## src/design/stt_pkg.sv

```systemverilog
`default_nettype none

package stt_pkg;

  localparam int unsigned SLOT_COUNT = 8;
  localparam int unsigned MAX_RES    = 8;
  localparam int unsigned FIRE_W     = $clog2(MAX_RES + 1);

  typedef enum logic [1:0] {
    FUNC_REG   = 2'd0,
    FUNC_UNREG = 2'd1,
    FUNC_TICK  = 2'd2,
    FUNC_NOP   = 2'd3
  } func_e;

  typedef enum logic [1:0] {
    KIND_REG   = 2'd0,
    KIND_UNREG = 2'd1,
    KIND_FIRE  = 2'd2
  } kind_e;

  typedef enum logic {
    ST_IDLE,
    ST_SCAN
  } state_e;

  typedef struct packed {
    logic [15:0] reload;
    logic        periodic;
    logic [7:0]  task_code;
    logic [31:0] handle;
  } cfg_t;

  typedef struct packed {
    kind_e       kind;
    logic [2:0]  slot;
    logic        ok;
    logic [7:0]  task_code;
    logic [31:0] handle;
    logic        last;
  } result_t;

endpackage

`default_nettype wire

```

## src/design/stt_ram.sv

```systemverilog
`default_nettype none

module stt_ram #(
  parameter int unsigned Width = 16,
  parameter int unsigned Depth = 8
) (
  input  wire logic                                 clk_i,
  input  wire logic                                 we_i,
  input  wire logic [(Depth > 1 ? $clog2(Depth) : 1)-1:0] waddr_i,
  input  wire logic [Width-1:0]                     wdata_i,
  input  wire logic [(Depth > 1 ? $clog2(Depth) : 1)-1:0] raddr_i,
  output logic      [Width-1:0]                     rdata_o
);

  logic [Width-1:0] mem_q [Depth];

  always_ff @(posedge clk_i) begin
    if (we_i) begin
      mem_q[waddr_i] <= wdata_i;
    end
    rdata_o <= mem_q[raddr_i];
  end

endmodule

`default_nettype wire

```

## src/design/software_timer_table_core.sv

```systemverilog
`default_nettype none

// Software timer table with SlotCount slots. A register item takes the
// lowest free slot and answers with its number (ok 0 when the table is
// full); an unregister item frees a used slot. Both update the slot when
// accepted and then hold the block until the answer has moved on to the
// output. A tick item walks the slots one per cycle, pausing while a fire
// result waits on a held output, through a read-modify-write of the counter
// memory. Each expiring counter gives a fire result, up to MAX_RES per
// tick; the last result of an item carries last, so a fire result is kept
// back until the next one or the end of the walk. A new item is accepted
// once the previous item is done and at most one of its results still
// waits at the output.
module software_timer_table_core #(
  parameter int unsigned SlotCount = stt_pkg::SLOT_COUNT
) (
  input  wire logic        clk_i,
  input  wire logic        rst_ni,
  input  wire logic        in_valid_i,
  output logic             in_ready_o,
  input  wire logic [1:0]  func_i,
  input  wire logic [15:0] period_ticks_i,
  input  wire logic        repeat_mode_i,
  input  wire logic [7:0]  task_code_i,
  input  wire logic [31:0] user_handle_i,
  input  wire logic [2:0]  slot_sel_i,
  output logic             out_valid_o,
  input  wire logic        out_ready_i,
  output logic [1:0]       kind_o,
  output logic [2:0]       slot_out_o,
  output logic             ok_o,
  output logic [7:0]       task_out_o,
  output logic [31:0]      handle_out_o,
  output logic             last_o
);

  localparam int unsigned SlotW = SlotCount > 1 ? $clog2(SlotCount) : 1;
  localparam int unsigned FireW = stt_pkg::FIRE_W;

  stt_pkg::state_e  state_q, state_d;
  logic [SlotW-1:0] idx_q, idx_d;
  logic [FireW-1:0] fires_q, fires_d;
  logic [SlotCount-1:0] used_q, used_d;

  logic             pend_valid_q, pend_valid_d;
  stt_pkg::result_t pend_q, pend_new;
  logic             pend_load, pend_set_last, pend_move;
  logic             out_valid_q;
  stt_pkg::result_t out_q, out_new;

  logic             cnt_we, cfg_we;
  logic [SlotW-1:0] cnt_waddr, rd_addr;
  logic [15:0]      cnt_wdata, cnt_rd, dec;
  stt_pkg::cfg_t    cfg_wdata, cfg_rd;

  logic             have_free;
  logic [SlotW-1:0] free_idx, sel_idx;
  logic             in_range, in_fire;
  logic             fire_now, report, stall, is_last;

  stt_ram #(.Width(16), .Depth(SlotCount)) u_cnt_ram (
    .clk_i  (clk_i),
    .we_i   (cnt_we),
    .waddr_i(cnt_waddr),
    .wdata_i(cnt_wdata),
    .raddr_i(rd_addr),
    .rdata_o(cnt_rd)
  );

  stt_ram #(.Width($bits(stt_pkg::cfg_t)), .Depth(SlotCount)) u_cfg_ram (
    .clk_i  (clk_i),
    .we_i   (cfg_we),
    .waddr_i(free_idx),
    .wdata_i(cfg_wdata),
    .raddr_i(rd_addr),
    .rdata_o(cfg_rd)
  );

  assign in_ready_o = (state_q == stt_pkg::ST_IDLE) && !pend_valid_q;
  assign in_fire    = in_valid_i && in_ready_o;
  // during a walk a fire result leaves only when the next one or the end comes
  assign pend_move  = pend_valid_q && (!out_valid_q || out_ready_i) &&
                      (state_q != stt_pkg::ST_SCAN || report || is_last);

  assign cfg_wdata.reload    = period_ticks_i;
  assign cfg_wdata.periodic  = repeat_mode_i;
  assign cfg_wdata.task_code = task_code_i;
  assign cfg_wdata.handle    = user_handle_i;

  assign in_range = {4'b0, slot_sel_i} < 7'(SlotCount);
  assign sel_idx  = SlotW'(slot_sel_i);

  always_comb begin
    have_free = 1'b0;
    free_idx  = '0;
    for (int i = SlotCount - 1; i >= 0; i--) begin
      if (!used_q[i]) begin
        have_free = 1'b1;
        free_idx  = SlotW'(i);
      end
    end
  end

  assign dec      = cnt_rd - 16'd1;
  assign is_last  = idx_q == SlotW'(SlotCount - 1);
  assign fire_now = used_q[idx_q] && (dec == 16'd0);
  assign report   = fire_now && (fires_q < FireW'(stt_pkg::MAX_RES));
  assign stall    = report && pend_valid_q && !pend_move;

  always_comb begin
    state_d       = state_q;
    idx_d         = idx_q;
    fires_d       = fires_q;
    used_d        = used_q;
    pend_valid_d  = pend_valid_q && !pend_move;
    pend_load     = 1'b0;
    pend_set_last = 1'b0;
    pend_new      = '0;
    cnt_we        = 1'b0;
    cnt_waddr     = idx_q;
    cnt_wdata     = dec;
    cfg_we        = 1'b0;
    rd_addr       = SlotW'(idx_q + 1'b1);
    unique case (state_q)
      stt_pkg::ST_IDLE: begin
        rd_addr = '0;
        if (in_fire) begin
          unique case (stt_pkg::func_e'(func_i))
            stt_pkg::FUNC_REG: begin
              pend_load     = 1'b1;
              pend_valid_d  = 1'b1;
              pend_new.kind = stt_pkg::KIND_REG;
              pend_new.last = 1'b1;
              if (have_free) begin
                used_d[free_idx] = 1'b1;
                cnt_we           = 1'b1;
                cnt_waddr        = free_idx;
                cnt_wdata        = period_ticks_i;
                cfg_we           = 1'b1;
                pend_new.slot    = 3'(free_idx);
                pend_new.ok      = 1'b1;
              end
            end
            stt_pkg::FUNC_UNREG: begin
              pend_load     = 1'b1;
              pend_valid_d  = 1'b1;
              pend_new.kind = stt_pkg::KIND_UNREG;
              pend_new.slot = slot_sel_i;
              pend_new.last = 1'b1;
              if (in_range && used_q[sel_idx]) begin
                used_d[sel_idx] = 1'b0;
                pend_new.ok     = 1'b1;
              end
            end
            stt_pkg::FUNC_TICK: begin
              state_d = stt_pkg::ST_SCAN;
              idx_d   = '0;
              fires_d = '0;
            end
            stt_pkg::FUNC_NOP: begin
            end
          endcase
        end
      end
      stt_pkg::ST_SCAN: begin
        if (stall) begin
          rd_addr = idx_q;
        end else begin
          if (used_q[idx_q]) begin
            cnt_we = 1'b1;
            if (fire_now && cfg_rd.periodic) begin
              cnt_wdata = cfg_rd.reload;
            end
            if (fire_now && !cfg_rd.periodic) begin
              used_d[idx_q] = 1'b0;
            end
          end
          if (report) begin
            pend_load          = 1'b1;
            pend_valid_d       = 1'b1;
            pend_new.kind      = stt_pkg::KIND_FIRE;
            pend_new.slot      = 3'(idx_q);
            pend_new.ok        = 1'b1;
            pend_new.task_code = cfg_rd.task_code;
            pend_new.handle    = cfg_rd.handle;
            pend_new.last      = is_last;
            fires_d            = fires_q + 1'b1;
          end else if (is_last) begin
            pend_set_last = 1'b1;
          end
          if (is_last) begin
            state_d = stt_pkg::ST_IDLE;
          end else begin
            idx_d = SlotW'(idx_q + 1'b1);
          end
        end
      end
      default: begin
        state_d = stt_pkg::ST_IDLE;
      end
    endcase
  end

  always_comb begin
    out_new      = pend_q;
    out_new.last = pend_q.last || pend_set_last;
  end

  always_ff @(posedge clk_i or negedge rst_ni) begin
    if (!rst_ni) begin
      state_q      <= stt_pkg::ST_IDLE;
      idx_q        <= '0;
      fires_q      <= '0;
      used_q       <= '0;
      pend_valid_q <= 1'b0;
      out_valid_q  <= 1'b0;
    end else begin
      state_q      <= state_d;
      idx_q        <= idx_d;
      fires_q      <= fires_d;
      used_q       <= used_d;
      pend_valid_q <= pend_valid_d;
      if (pend_move) begin
        out_valid_q <= 1'b1;
      end else if (out_ready_i) begin
        out_valid_q <= 1'b0;
      end
    end
  end

  always_ff @(posedge clk_i) begin
    if (pend_move) begin
      out_q <= out_new;
    end
    if (pend_load) begin
      pend_q <= pend_new;
    end else if (pend_set_last) begin
      pend_q.last <= 1'b1;
    end
  end

  assign out_valid_o  = out_valid_q;
  assign kind_o       = out_q.kind;
  assign slot_out_o   = out_q.slot;
  assign ok_o         = out_q.ok;
  assign task_out_o   = out_q.task_code;
  assign handle_out_o = out_q.handle;
  assign last_o       = out_q.last;

  a_pend_kept: assert property (@(posedge clk_i) disable iff (!rst_ni)
    pend_valid_q && !pend_move |=> pend_valid_q)
    else $error("pending result lost");

  a_fire_limit: assert property (@(posedge clk_i) disable iff (!rst_ni)
    fires_q <= FireW'(stt_pkg::MAX_RES))
    else $error("too many fire results");

  a_tick_start: assert property (@(posedge clk_i) disable iff (!rst_ni)
    in_fire && (func_i == stt_pkg::FUNC_TICK) |=> state_q == stt_pkg::ST_SCAN && idx_q == '0)
    else $error("tick scan did not start at slot zero");

  a_scan_blocks: assert property (@(posedge clk_i) disable iff (!rst_ni)
    state_q == stt_pkg::ST_SCAN |-> !in_fire)
    else $error("item accepted during scan");

endmodule

`default_nettype wire

```

## config.mk

```make
export PLATFORM = sky130hd
export DESIGN_NAME = software_timer_table_core
export DESIGN_NICKNAME = d
export VERILOG_FILES = /design/src/design/stt_pkg.sv /design/src/design/stt_ram.sv /design/src/design/software_timer_table_core.sv
export SDC_FILE = /design/constraint.sdc
export NUM_CORES = 1
export LEC_CHECK = 0
export ABC_AREA = 1
export CAP_MARGIN = 20
export CORE_MARGIN = 2
export CORE_UTILIZATION = 30
export CTS_CLUSTER_DIAMETER = 60
export DETAILED_ROUTE_END_ITERATION = 16
export DONT_BUFFER_PORTS = 1
export PLACE_DENSITY_LB_ADDON = 0.3
export SETUP_SLACK_MARGIN = 0.4
export SYNTH_ARGS = -nofsm -noshare
export SYNTH_HDL_FRONTEND = slang
export SYNTH_SLANG_ARGS = --single-unit
```

## constraint.sdc

```tcl
create_clock -name clk_i -period 10 [get_ports clk_i]
set_input_delay 2 -clock clk_i [delete_from_list [all_inputs] [get_ports clk_i]]
set_output_delay 2 -clock clk_i [all_outputs]
set_load 0.1 [all_outputs]
```

== Yosys cells after proc, flatten, opt, wreduce, memory -nomap -nowiden ==
Memories as Yosys holds them, arrays and structs flattened. A register that Yosys moved wholly into a read port is not among the register bits.
Index checks and enable logic that the tools add are counted.

* Register bits after elaboration: 112
* Bits in writable memories: 584
* Input port bits: 66
* Output and inout port bits: 49
* Logic and storage cells: 180
* Memories kept: 2

* Add/subtract/negate cells: 3
* Order comparisons: 7
* Eq/ne operators: 13
* Muxes and demuxes: 99
* Bitwise logic cells: 7
* Reduce and logical (&&, ||, !) cells: 31

{| class="wikitable"
|+ Memories
! name !! words !! width !! read ports !! clocked after Yosys merged registers in !! wr ports !! RTL line !! source
|-
| u_cfg_ram.mem_q || 8 || 57 || 1 || 1 || 1 || stt_ram.sv:15 || <nowiki>logic [Width-1:0] mem_q [Depth];</nowiki>
|-
| u_cnt_ram.mem_q || 8 || 16 || 1 || 1 || 1 || stt_ram.sv:15 ||
|}

{| class="wikitable"
|+ Operator list
! cell !! number
|-
| $mux W16 || 6
|-
| $mux W47 || 2
|-
| $mux W3 || 17
|-
| $mux W8 || 6
|-
| $mux W1 || 44
|-
| $pmux W16 S2 || 1
|-
| $pmux W8 S2 || 2
|-
| $mux W4 || 5
|-
| $and A8 B8 Y8 || 2
|-
| $logic_not A16 Y1 || 1
|-
| $not A8 Y8 || 2
|-
| $sub A16 B1 Y16 const B || 1
|-
| $logic_and A1 B1 Y1 || 14
|-
| $lt A3 B4 Y1 const B || 3
|-
| $pmux W3 S2 || 2
|-
| $pmux W6 S2 || 1
|-
| $pmux W1 S2 || 5
|-
| $pmux W5 S2 || 1
|-
| $demux W1 S3 || 3
|-
| $ge A3 B1 Y1 const B || 3
|-
| $ne A2 B1 Y1 const B || 4
|-
| $or A8 B8 Y8 || 1
|-
| $pmux W4 S2 || 1
|-
| $reduce_and A4 Y1 || 2
|-
| 19 further kinds || 31
|}

== Logic depth before layout (Yosys ltp) ==
* Depth after elaboration: 17
* Depth in mapped cells: 23
* Depth with buffers taken out: 20

== By module ==
From an unflattened synthesis, not the netlist that was laid out.

* Cells, all modules: 3308
* Area, all modules: 32812.7 sq um

{| class="wikitable"
|+ Modules (own cells, without submodules)
! module !! instances !! cells each !! area an instance (sq um) !! sequential area each (sq um)
|-
| stt_ram at u_cfg_ram || 1 || 2045 || 20958.9 || 14834.2
|-
| stt_ram at u_cnt_ram || 1 || 587 || 5989.5 || 4164.0
|-
| software_timer_table_core || 1 || 676 || 5864.4 || 3273.1
|}

== Worst setup path before layout ==
No wires, ideal clock.

* Path kind: register -> register
* Start point: reg state_q
* End point: mem u_cfg_ram.mem_q[6][0] in the netlist's numbering, enable pin
* Setup time: 613 ps
* Arrival: 8368 ps
* Data required time: 9387 ps
* Setup slack: 1020 ps
* Stages on the path, launching flop included: 7
* Path buffers: 1
* Clock period less this slack: 8980 ps
* Cells stage by stage: dfrtp_1 -> clkbuf_1 -> nor2_1 -> nand2_1 -> nor2_2 -> clkinv_1 -> nor4_1

* Cells in the longest elaborated chain, start to end: 7

{| class="wikitable"
|+ Ends and longest elaborated chain
! what !! RTL line !! source
|-
| start: declaration || software_timer_table_core.sv:40 || <nowiki>stt_pkg::state_e state_q, state_d;</nowiki>
|-
| start signal: assignment || software_timer_table_core.sv:211 || <nowiki>state_q <= stt_pkg::ST_IDLE;</nowiki>
|-
| start signal: assignment || software_timer_table_core.sv:218 || <nowiki>state_q <= state_d;</nowiki>
|-
| $not A1 Y1 (no source line) || - ||
|-
| $logic_and A1 B1 Y1 || software_timer_table_core.sv:79 || <nowiki>assign in_ready_o = (state_q == stt_pkg::ST_IDLE) && !pend_valid_q;</nowiki>
|-
| named net in_ready_o || software_timer_table_core.sv:20 || <nowiki>output logic in_ready_o,</nowiki>
|-
| $logic_and A1 B1 Y1 || software_timer_table_core.sv:80 || <nowiki>assign in_fire = in_valid_i && in_ready_o;</nowiki>
|-
| $mux W1 || software_timer_table_core.sv:127 || <nowiki>if (in_fire) begin</nowiki>
|-
| $mux W1 || software_timer_table_core.sv:124 || <nowiki>unique case (state_q)</nowiki>
|-
| $mux W1 || stt_ram.sv:18 || <nowiki>if (we_i) begin</nowiki>
|-
| $mux W1 (not written as such) || stt_ram.sv:19 || <nowiki>mem_q[waddr_i] <= wdata_i;</nowiki>
|-
| end: declaration || stt_ram.sv:15 ||
|}

The timed path passes the listed nets, and every way through them passes these cells.

== Final worst setup path ==
* Start point: reg idx_q[0]
* End point: reg u_cfg_ram.rdata_o[15], read port of u_cfg_ram.mem_q

* Cells in the longest elaborated chain, start to end: 11

{| class="wikitable"
|+ Ends and longest elaborated chain
! what !! RTL line !! source
|-
| start: declaration || software_timer_table_core.sv:41 || <nowiki>logic [SlotW-1:0] idx_q, idx_d;</nowiki>
|-
| start signal: assignment || software_timer_table_core.sv:219 || <nowiki>idx_q <= idx_d;</nowiki>
|-
| $bmux W1 S3 || software_timer_table_core.sv:106 || <nowiki>assign fire_now = used_q[idx_q] && (dec == 16'd0);</nowiki>
|-
| $mux W1 (not written as such) || software_timer_table_core.sv:106 ||
|-
| $logic_and A1 B1 Y1 || software_timer_table_core.sv:106 ||
|-
| $logic_and A1 B1 Y1 || software_timer_table_core.sv:107 || <nowiki>assign report = fire_now && (fires_q < FireW'(stt_pkg::MAX_RES));</nowiki>
|-
| $logic_or A1 B1 Y1 (2 in series) || software_timer_table_core.sv:83 || <nowiki>(state_q != stt_pkg::ST_SCAN || report || is_last);</nowiki>
|-
| $logic_and A1 B1 Y1 || software_timer_table_core.sv:82 || <nowiki>assign pend_move = pend_valid_q && (!out_valid_q || out_ready_i) &&</nowiki>
|-
| $logic_not A1 Y1 || software_timer_table_core.sv:108 || <nowiki>assign stall = report && pend_valid_q && !pend_move;</nowiki>
|-
| $logic_and A1 B1 Y1 || software_timer_table_core.sv:108 ||
|-
| $mux W3 * || software_timer_table_core.sv:166 || <nowiki>if (stall) begin</nowiki>
|-
| $pmux W3 S2 * || software_timer_table_core.sv:124 ||
|-
| end: declaration || stt_ram.sv:12 || <nowiki>output logic [Width-1:0] rdata_o</nowiki>
|}

Every way passes the cells marked *; elsewhere a longest branch is shown, timed or not. The select of a mux whose other input is x is not followed.
A chain may end at the register's enable or synchronous reset.

==> out/results.ini <==
[clock_tree]
cts.hold.buffers_added=0
numClockSinks=769
root_buffer=clkbuf_16
ctsHtreeMaxLevel=3
cts.repair.resized=0
clkLatencyLatePin_ps=630
clk_pin_slew_ps=60
clockBufferDepth=3
cts_tree=done
cts_setup_buffers=0
cts_buffers=81

[placed_design]
place_area_sq_mm=0.03520
hpwl_mm=46.14
pre_cts_slack_ps=3580
place_congestion=0.8677
io_buffer_count=0

[critical_path]
cp.required_ps=10490
cp.arrival_ps=6320
crit_buf_inv=4
worstPathCellList=inv_2 > nand2_1 > nand2_1 > nand2_1 > nand2_1 > nand2_1 > nand2_1 > inv_2 > nand2_2 > nor2_4 > nand3_4 > nor2_4 > nand4_4 > nand3_4 > buf_12 > buf_4 > nand2_1 > nand3_1 > nand2_1 > nand2_1 > nand2_1
crit_family=simple AND/OR/NAND/NOR gates
max_stage_delay_ps=1030
worstPathMaxFanout=191
startpoint_type=flip-flop
crit_top_cell=nand2_1
cp-end-kind=flip-flop
critPathSlowestCell=nand3_4
worstSetupPathType=flip-flop to flip-flop

[global_route]
gr-total-overflow=0
antenna_found_initial=4
grt_pass1_vias=21280
grt_pass1_wl_mm=131.1
grtUsageTotal_pct=14.72
grt_start_max_net_pins=192

[timing]
min_period_ps=5829
fin_ws_ps=4171
max_freq_ghz=0.1716
worstMarginPinSlew_ps=1120
skew_ps=33.74
hold_viol=0
timing.final.crit_share_pct=58.29
finalSetupViolCount=0
rsz0062_at_grt=no
finalSetupTns_ps=0
drv_slew=0
timing.slew.headroom_pct=25.25

[floorplan]
start_util_pct=30.33
core_area_sq_mm=0.1110
rows=122
io_pins=115
die_w_um=339.0
dieArea_sq_mm=0.1149
die_h_um=339.0

[synth]
synth_area_sq_mm=0.03366
ys_types=41
synthDominantCellAreaShare_pct=60.48
synthArstFlopShare_pct=2.341
yosysMostFrequentCell=nand2_1
yosysTopAreaCell=edfxtp_1
synth_nets=3405
yosys.area_share.simple_pct=21.32
synth-seq-area-share_pct=66.16
synth_warnings=0
synth_top_family_by_area=simple AND/OR/NAND/NOR gates
synth_xor_area_share_pct=0.07806
synth_common_cells=nand2_1 (788), inv_1 (692), edfxtp_1 (678)
netlist_instances=3334
ys_ff_latch=769
synth.area.top_cells=edfxtp_1 (60%), nand2_1 (8.8%), inv_1 (7.7%)
ys.flop_type=edfxtp_1
synthMuxAreaShare_pct=0.02974
synth_edf_count=678
syn_avg_cell_area_sq_um=10.10
synth-compound-area-share_pct=1.725
synth_adder_area_share_pct=0.1859

[hold_path]
hold_class=flip-flop to flip-flop

[cells_and_area]
layout.nets=3341
n_fill_cell=11050
areaGrowthSynthToFinish_pct=12.67
fin_area_sq_mm=0.03793
final_layout_size_suffix_gt1_share_pct=7.044
register_area_sq_mm=0.02228
finish.utilization_pct=34.18
multiInputGateArea_sq_mm=0.008045

[drt]
wl_mm=85.86
drcViolationCount=0
drt_iter0_drc=1673
dr.pass1.iters=7
post_drt_wl_per_cell_um=17.79
viasPerCell=4.595
vias=22180
drt.antenna.violating_nets=0

[outcome]
status=completed

[power]
ir_drop_mv=0.2224
clkPwrFrac_pct=27.3
p_int_mw=6.762
p_total_mw=11.10
sw_frac_of_total_pct=39.06
seq_power_share_pct=41.8
power.density_mw_per_mm2=292.6
p_leak_nw=16.16
combPwrFrac_pct=31.0
p_sw_mw=4.334

[flow_run]
maxCapViolCount=0

==> layout by cell type (no fill, tap or decap), drive strengths merged, types with 9 or more instances in the layout <==
cell type and n:
a22oi 9, dfxtp 73, nand2 793, inv 702, nand3 333, nor2 102, clkbuf 113, nand4 305
nor4 9, edfxtp 678, a21oi 20, o21ai 48, nor3 9, dfrtp 18, buf 49, clkinv 30
==> flip-flops by register name, indices dropped and copies added, names as in the netlist <==
| signal | flops |
|---|---|
| ok_o | 1 |
| u_cfg_ram.rdata_o | 57 |
| u_cnt_ram.rdata_o | 16 |
| idx_q | 3 |
| handle_out_o | 32 |
| pend_q | 1 |
| u_cnt_ram.mem_q | 128 |
| task_out_o | 8 |
| slot_out_o | 3 |
| out_valid_o | 1 |
| used_q | 8 |
| pend_valid_q | 1 |
| last_o | 1 |
| state_q | 1 |
| fires_q | 4 |
| u_cfg_ram.mem_q | 456 |
| kind_o | 2 |
| out_new | 46 |
==> cells by family after synthesis <==
family,count (synthesis)
xor gates and xnor gates,3
AOI/OAI and AO/OA,100
and+or+nand+nor,1556
DFF,769
muxes,1
adders and majority gates,5
buffers and inverters,900
==> per-layer routing <==
metal,track usage [%],vias up,part of all wire (%)
li1,-,10900,-
met1,18.60,10620,44
met2,25.07,517,48
met3,3.197,146,5.5
met4,4.546,0,2.4
met5,0,-,0
==> cell type report <==
type                       count  share of cell area (%)
sequential                   769                   58.73
multi-input combinational   1665                   21.21
inverter                     704                   6.971
clock buffer                 113                   6.225
tap                         1488                   4.909
timing repair buffer          49                   1.056
clock inverter                36                  0.8808
antenna                        2                 0.01320
==> path summary, 6_finish.rpt <==
kind,startpoint,endpoint,slack [ps],depth (start not counted)
min in group asynchronous,rst_ni,used_q[3],1060,0
worst max register to register,idx_q[0],u_cfg_ram.rdata_o[15],4170,21
worst max-delay path,idx_q[0],u_cfg_ram.rdata_o[15],4170,21
max in group asynchronous,rst_ni,state_q,8850,0
worst min-delay path,out_new[13],handle_out_o[12],400,0
worst min register to register,out_new[13],handle_out_o[12],400,0
==> per-stage QoR <==
stage          instances  hold WS (ps)
6_report            4826         404.5
5_1_grt             4824         407.3
4_1_cts             4823         409.9
3_5_place_dp        4674         405.2
3_3_place_gp        4674         402.3
2_1_floorplan       3334         400.3
==> power by group through the flow <==
stage / combinational [mW] / sequential [mW] / clock (mW)
global placement: 3.44 / 4.70 / 0
finish: 3.44 / 4.63 / 3.02
floorplan: 2.53 / 4.61 / 0
CTS: 3.47 / 4.64 / 3.10
detailed placement: 3.46 / 4.70 / 0
global route: 3.87 / 4.67 / 3.22
No activity file was read; power rests on OpenSTA's default activity.
